===== config.mk =====
export PLATFORM = sky130hd
export DESIGN_NAME = stable_priority_queue_top
export DESIGN_NICKNAME = d
export VERILOG_FILES = /design/src/rtl/spq_pkg.sv /design/src/rtl/stable_priority_queue_top.sv /design/src/rtl/spq_cell.sv
export SDC_FILE = /design/constraint.sdc
export NUM_CORES = 2
export LEC_CHECK = 0
export BUFFER_PORTS_ARGS = -buffer_cell sky130_fd_sc_hd__buf_2
export CAP_MARGIN = 20
export CORE_UTILIZATION = 35
export DETAILED_ROUTE_END_ITERATION = 7
export PLACE_DENSITY_LB_ADDON = 0.05
export REMOVE_ABC_BUFFERS = 1
export SYNTH_ARGS = -nofsm -noshare
export SYNTH_HDL_FRONTEND = slang
export SYNTH_SLANG_ARGS = --single-unit

===== constraint.sdc =====
create_clock -name clock -period 16.6 [get_ports clock]
set_input_delay 1.66 -clock clock [delete_from_list [all_inputs] [get_ports clock]]
set_output_delay 1.66 -clock clock [all_outputs]
set_load 0.02 [all_outputs]

===== src/rtl/spq_pkg.sv =====
`default_nettype none

package spq_pkg;

   localparam logic REQ_PUSH = 1'b0;
   localparam logic REQ_POP  = 1'b1;

   typedef enum logic [1:0] {
      STATUS_OK    = 2'd0,
      STATUS_EMPTY = 2'd1,
      STATUS_FULL  = 2'd2
   } status_type;

   typedef struct packed {
      logic push;
      logic pop;
   } cell_ctl_type;

endpackage

`default_nettype wire


===== src/rtl/stable_priority_queue_top.sv =====
// Channel   Handshake          Ports
// request   start & !busy      req_type, req_in_data, req_in_priority
// response  rsp_valid strobe   rsp_status, rsp_popped_*, rsp_head_*, rsp_entry_count
//
// Each accepted word is handled by a row of DEPTH cells that shift left or
// right in parallel; its response is registered and appears in the cycle after.
// busy is held low, so a new word may be started every cycle.
// Reset empties the queue; stored payload is not cleared.
// The response cannot be stalled and is shown for exactly one cycle.
`default_nettype none

module stable_priority_queue_top
   import spq_pkg::*;
#(
   parameter int DEPTH      = 16,
   parameter int DATA_WIDTH = 32,
   parameter int PRIO_WIDTH = 16
) (
   input  wire logic                         clock,
   input  wire logic                         reset,
   input  wire logic                         start,
   output logic                              busy,
   input  wire logic                         req_type,
   input  wire logic signed [DATA_WIDTH-1:0] req_in_data,
   input  wire logic [PRIO_WIDTH-1:0]        req_in_priority,
   output logic                              rsp_valid,
   output logic [1:0]                        rsp_status,
   output logic signed [DATA_WIDTH-1:0]      rsp_popped_data,
   output logic [PRIO_WIDTH-1:0]             rsp_popped_priority,
   output logic                              rsp_head_valid,
   output logic signed [DATA_WIDTH-1:0]      rsp_head_data,
   output logic [PRIO_WIDTH-1:0]             rsp_head_priority,
   output logic [$clog2(DEPTH+1)-1:0]        rsp_entry_count
);

   localparam int CNT_W = $clog2(DEPTH + 1);

   logic [DEPTH-1:0]      cell_valid;
   logic [DEPTH-1:0]      cell_after;
   logic [DATA_WIDTH-1:0] cell_data [DEPTH];
   logic [PRIO_WIDTH-1:0] cell_prio [DEPTH];

   cell_ctl_type ctl;
   logic         accept;
   logic         full;
   logic         empty;

   logic                  rsp_valid_ff;
   logic                  rsp_valid_in;
   status_type            status_ff;
   status_type            status_in;
   logic [DATA_WIDTH-1:0] pop_data_ff;
   logic [DATA_WIDTH-1:0] pop_data_in;
   logic [PRIO_WIDTH-1:0] pop_prio_ff;
   logic [PRIO_WIDTH-1:0] pop_prio_in;
   logic [CNT_W-1:0]      count_ff;
   logic [CNT_W-1:0]      count_in;

   assign busy   = 1'b0;
   assign accept = start && !busy;
   assign full   = cell_valid[DEPTH-1];
   assign empty  = !cell_valid[0];

   always_comb begin
      ctl          = '0;
      rsp_valid_in = accept;
      status_in    = STATUS_OK;
      pop_data_in  = '0;
      pop_prio_in  = '0;
      count_in     = count_ff;
      if (accept) begin
         if (req_type == REQ_PUSH) begin
            if (full) begin
               status_in = STATUS_FULL;
            end else begin
               ctl.push = 1'b1;
               count_in = count_ff + 1'b1;
            end
         end else begin
            if (empty) begin
               status_in = STATUS_EMPTY;
            end else begin
               ctl.pop     = 1'b1;
               pop_data_in = cell_data[0];
               pop_prio_in = cell_prio[0];
               count_in    = count_ff - 1'b1;
            end
         end
      end
   end

   for (genvar i = 0; i < DEPTH; i++) begin : g_cell
      logic                  l_valid;
      logic [DATA_WIDTH-1:0] l_data;
      logic [PRIO_WIDTH-1:0] l_prio;
      logic                  l_after;
      logic                  r_valid;
      logic [DATA_WIDTH-1:0] r_data;
      logic [PRIO_WIDTH-1:0] r_prio;

      if (i == 0) begin : g_first
         assign l_valid = 1'b0;
         assign l_data  = '0;
         assign l_prio  = '0;
         assign l_after = 1'b1;
      end else begin : g_mid
         assign l_valid = cell_valid[i-1];
         assign l_data  = cell_data[i-1];
         assign l_prio  = cell_prio[i-1];
         assign l_after = cell_after[i-1];
      end

      if (i == DEPTH - 1) begin : g_last
         assign r_valid = 1'b0;
         assign r_data  = '0;
         assign r_prio  = '0;
      end else begin : g_inner
         assign r_valid = cell_valid[i+1];
         assign r_data  = cell_data[i+1];
         assign r_prio  = cell_prio[i+1];
      end

      spq_cell #(
         .DATA_WIDTH(DATA_WIDTH),
         .PRIO_WIDTH(PRIO_WIDTH)
      ) u_cell (
         .clock         (clock),
         .reset         (reset),
         .ctl           (ctl),
         .new_data      (req_in_data),
         .new_priority  (req_in_priority),
         .left_valid    (l_valid),
         .left_data     (l_data),
         .left_priority (l_prio),
         .left_after    (l_after),
         .right_valid   (r_valid),
         .right_data    (r_data),
         .right_priority(r_prio),
         .valid         (cell_valid[i]),
         .data          (cell_data[i]),
         .priority_value(cell_prio[i]),
         .after         (cell_after[i])
      );
   end

   always_ff @(posedge clock) begin
      if (reset) begin
         rsp_valid_ff <= 1'b0;
         count_ff     <= '0;
      end else begin
         rsp_valid_ff <= rsp_valid_in;
         count_ff     <= count_in;
      end
   end

   always_ff @(posedge clock) begin
      status_ff   <= status_in;
      pop_data_ff <= pop_data_in;
      pop_prio_ff <= pop_prio_in;
   end

   assign rsp_valid           = rsp_valid_ff;
   assign rsp_status          = status_ff;
   assign rsp_popped_data     = pop_data_ff;
   assign rsp_popped_priority = pop_prio_ff;
   assign rsp_head_valid      = cell_valid[0];
   assign rsp_head_data       = cell_valid[0] ? cell_data[0] : '0;
   assign rsp_head_priority   = cell_valid[0] ? cell_prio[0] : '0;
   assign rsp_entry_count     = count_ff;

   a_count_matches_cells: assert property (@(posedge clock) disable iff (reset)
      count_ff == CNT_W'($countones(cell_valid)))
      else $error("entry count differs from occupied cells");

   a_cells_packed: assert property (@(posedge clock) disable iff (reset)
      ((cell_valid >> 1) & ~cell_valid) == '0)
      else $error("occupied cells are not packed toward the head");

   a_rsp_follows_start: assert property (@(posedge clock) disable iff (reset)
      rsp_valid_ff |-> $past(accept))
      else $error("response without an accepted word");

   a_full_status: assert property (@(posedge clock) disable iff (reset)
      (rsp_valid_ff && status_ff == STATUS_FULL) |-> count_ff == CNT_W'(DEPTH))
      else $error("full status while queue not full");

endmodule

`default_nettype wire


===== src/rtl/spq_cell.sv =====
`default_nettype none

module spq_cell
   import spq_pkg::*;
#(
   parameter int DATA_WIDTH = 32,
   parameter int PRIO_WIDTH = 16
) (
   input  wire logic                  clock,
   input  wire logic                  reset,
   input  wire cell_ctl_type          ctl,
   input  wire logic [DATA_WIDTH-1:0] new_data,
   input  wire logic [PRIO_WIDTH-1:0] new_priority,
   input  wire logic                  left_valid,
   input  wire logic [DATA_WIDTH-1:0] left_data,
   input  wire logic [PRIO_WIDTH-1:0] left_priority,
   input  wire logic                  left_after,
   input  wire logic                  right_valid,
   input  wire logic [DATA_WIDTH-1:0] right_data,
   input  wire logic [PRIO_WIDTH-1:0] right_priority,
   output logic                       valid,
   output logic [DATA_WIDTH-1:0]      data,
   output logic [PRIO_WIDTH-1:0]      priority_value,
   output logic                       after
);

   logic                  valid_ff;
   logic                  valid_in;
   logic [DATA_WIDTH-1:0] data_ff;
   logic [DATA_WIDTH-1:0] data_in;
   logic [PRIO_WIDTH-1:0] prio_ff;
   logic [PRIO_WIDTH-1:0] prio_in;

   // The new word sorts behind this cell when the cell holds an equal or smaller priority.
   assign after = valid_ff && (prio_ff <= new_priority);

   always_comb begin
      valid_in = valid_ff;
      data_in  = data_ff;
      prio_in  = prio_ff;
      if (ctl.push && !after) begin
         if (left_after) begin
            valid_in = 1'b1;
            data_in  = new_data;
            prio_in  = new_priority;
         end else begin
            valid_in = left_valid;
            data_in  = left_data;
            prio_in  = left_priority;
         end
      end else if (ctl.pop) begin
         valid_in = right_valid;
         data_in  = right_data;
         prio_in  = right_priority;
      end
   end

   always_ff @(posedge clock) begin
      if (reset) begin
         valid_ff <= 1'b0;
      end else begin
         valid_ff <= valid_in;
      end
   end

   always_ff @(posedge clock) begin
      data_ff <= data_in;
      prio_ff <= prio_in;
   end

   assign valid          = valid_ff;
   assign data           = data_ff;
   assign priority_value = prio_ff;

endmodule

`default_nettype wire

==> key figures <==
Yosys
  • Synth Register Bits: 840
  • Synth cell count leaders: edfxtp_1, a21oi_1, o21ai_0
  • Synth Cell Area: 48800 um^2
  • Synth Flop Type: edfxtp_1
  • Post-Synthesis Cells: approximately 4700
  • Area share of the largest cell type after synthesis: 47.3%
  • Ys async rst share: 0%
  • Post-synth EDFFs: approximately 770
  • Synth Warn #: 0
  • Top post-synthesis cells by area: edfxtp_1, mux2i_1, a21oi_1, ha_1, a31oi_1
  • Yosys cell types: 74
  • Largest area contributor in the netlist: edfxtp_1
  • Sequential fraction of the synthesis area: between 50% and 60%
  • Count leader, synth: edfxtp_1
  • Syn_area_per_cell: ~10 um^2

Route
  • Mean routed wirelength per cell: roughly 27 um
  • DRT Wirelength: roughly 170 mm
  • Detail Route Antenna Nets: 0
  • Starting DRC count in detailed routing: ~2800
  • Via Count: 38460
  • Drt drc: 0
  • Vias/cell: between 5 and 6
  • DR pass1 iterations: 7

Clocking
  • CTS Hold Bufs: 0
  • Setup bufs post-CTS: 0
  • Clk sinks: 840
  • CTS tree: yes
  • Clock Latency Late Sink: between 700 and 800 ps
  • Clock slew at reported path FFs: ~60 ps
  • Post-CTS resize count: 0
  • H-tree Lvls: 3
  • Bufs on Longest Clock Path: 3
  • Cts bufs inserted: between 100 and 150
  • CTS root buf: clkbuf_16

Layout
  • Core Util, Final: roughly two fifths
  • Layout Nets: 4884
  • Cell Count, Final, Fillers Out: around 6500
  • Proportion of layout cells with a drive suffix above 1: around 12%
  • Filler instances: roughly 14000
  • Area growth, synth to finish: 11.8%
  • Final non-filler cell area: 54500 um^2

Global routing
  • GRT busiest layer: met2
  • Met1 Track Usage GR: 32.6%
  • Initial antenna violation count: 11
  • Overall Global Routing Usage: 24.3%
  • Total grt overflow: 0
  • Largest net degree at the start of global routing: about 150
  • GR Util met3: around 3.1%
  • First-pass GRT wire length: 260 mm
  • Vias in the first global route: around 39000
  • GR Util met2: about 41%

Setup path
  • Critical Path Start Type: input port
  • Crit. End Element: flop
  • CP max-delay cell: o31a_2
  • Max FO, Critical Path: 30
  • Crit path DAT: 6020 ps
  • CP Class: input port to flop
  • Worst Path Buf+Inv: 4
  • Crit path largest cell delay: about 760 ps
  • Delay-heaviest family, CP: buffers and inverters
  • WP data required: about 17000 ps
  • Critical path cell sequence: buf_2, buf_4, inv_1, ha_1, nand4_1, nor4_1, a21boi_1, o31a_2, buf_4, mux2i_1, mux2i_1

STA
  • Final hold slack: slightly below 500 ps
  • Worst relative slew slack: between 20% and 30%
  • Final Hold Vio Count: 0
  • RSZ-0062 raised after global routing: no
  • Post-Route Setup TNS: 0 ps
  • Least-Margin Pin Slew: between 1000 and 1500 ps
  • Setup violations, final: 0
  • Final period util: approximately 34%
  • Final min period: ~5600 ps
  • Final max-slew violation count: 0
  • Clock Skews: between 40 and 50 ps
  • Max Fclk: approximately 180 MHz

Floorplan
  • Full die area: about 140000 um^2
  • Starting Density: between 30% and 40%
  • Rows: approximately 140
  • Core box area: 138000 um^2
  • Die width: 375 um
  • Die span in y: ~380 um
  • Boundary Pins: around 160

Min path
  • Worst min path class: flop to flop

Place
  • DP Area: around 51000 um^2
  • Detailed placement HPWL: about 120 mm
  • Placed insts: between 6000 and 7000
  • Placer Congestion: 0.831
  • IO Port Bufs: ~160

Run status
  • Status: completed

Power
  • Max rail drop VDD: 0.0000796 V
  • PwrDens: 105 nW/um^2
  • Leakage: ~22 nW

Run
  • Max Cap Viol: 0
## registers in the layout, summed over array words and instances (netlist names)
signal                        cells
g_cell.u_cell.data              512
g_cell.u_cell.priority_value    256
rsp_popped_data                  32
g_cell.u_cell.valid              16
rsp_popped_priority              16
rsp_entry_count                   5
rsp_status                        2
rsp_valid                         1
## routing by layer
metal,wire (um),up-vias
li1,-,17733
met1,77400,19535
met2,85400,948
met3,7830,232
met4,4150,12
met5,88,-
## placed cells by master (no fill, tap or decap), types with 16 or more instances in the layout
cell,synthesis,routed
and2_1,104,100
dfxtp_1,72,71
nand4_1,38,38
o311a_1,48,48
buf_2,97,156
nor2_1,178,171
a31oi_1,365,362
a31oi_2,21,20
ha_1,243,243
inv_1,92,92
nand2_1,279,270
o21ai_0,407,405
clkbuf_1,325,32
a21oi_1,677,676
buf_4,18,104
mux2i_1,390,390
clkinv_2,0,16
a2bb2oi_1,94,94
nand3_1,178,175
edfxtp_1,768,768
clkbuf_16,0,106
clkbuf_8,0,20
mux2_2,48,48
## kinds of logic (layout without fill, tap and decap cells)
family / after synthesis / in the layout / share of synthesized area, %
flip-flops: 840 / 840 / 50.3
buffers and inverters: 567 / 557 / 4.94
AND/OR/NAND/NOR: 881 / 881 / 8.60
adder cells (fa/ha/maj): 244 / 244 / 6.28
multiplexers: 438 / 438 / 9.12
other: 1 / 6 / 0.00769
AO/OA/AOI/OAI: 1714 / 1714 / 20.7
XOR/XNOR: 4 / 4 / 0.0719
## layout make-up
type                            instances  area, um^2  area share [%]
Antenna cell                            5        12.5          0.0229
Tap cell                             1794        2240            4.12
Inverter                               92         345           0.633
Clock inverter                         40         477           0.874
Clock buffer                          158        3050            5.59
Multi-Input combinational cell       3282       22200            40.7
Timing Repair Buffer                  267        1700            3.13
Sequential cell                       840       24500            44.9
## power breakdown
part           internal, W  switching [W]  total, W  leakage [nW]
sequential         0.00250       0.000106   0.00260          7.79
clock              0.00141       0.000994   0.00240          1.73
combinational     0.000246       0.000486  0.000732          12.5
total              0.00415        0.00159   0.00573          22.0
## worst paths after layout
path	startpoint	endpoint	slack, ps	cells past startpoint
worst min register to register	g_cell[0].u_cell.data[0]	rsp_popped_data[0]	490	1
worst max register to register	g_cell[1].u_cell.priority_value[14]	g_cell[2].u_cell.data[2]	12350	8
worst max-delay path	req_in_priority[13]	g_cell[2].u_cell.data[2]	11020	11
worst min-delay path	g_cell[0].u_cell.data[0]	rsp_popped_data[0]	490	1
## metrics by stage
step / total power (W) / worst slack (ps)
6_report: 0.00573 / 11020
5_1_grt: 0.00595 / 10840
4_1_cts: 0.00580 / 11060
3_5_place_dp: 0.00338 / 10270
3_3_place_gp: 0.00337 / 10420
2_1_floorplan: 0.00308 / -9780
Power figures use the tool's default switching activity.
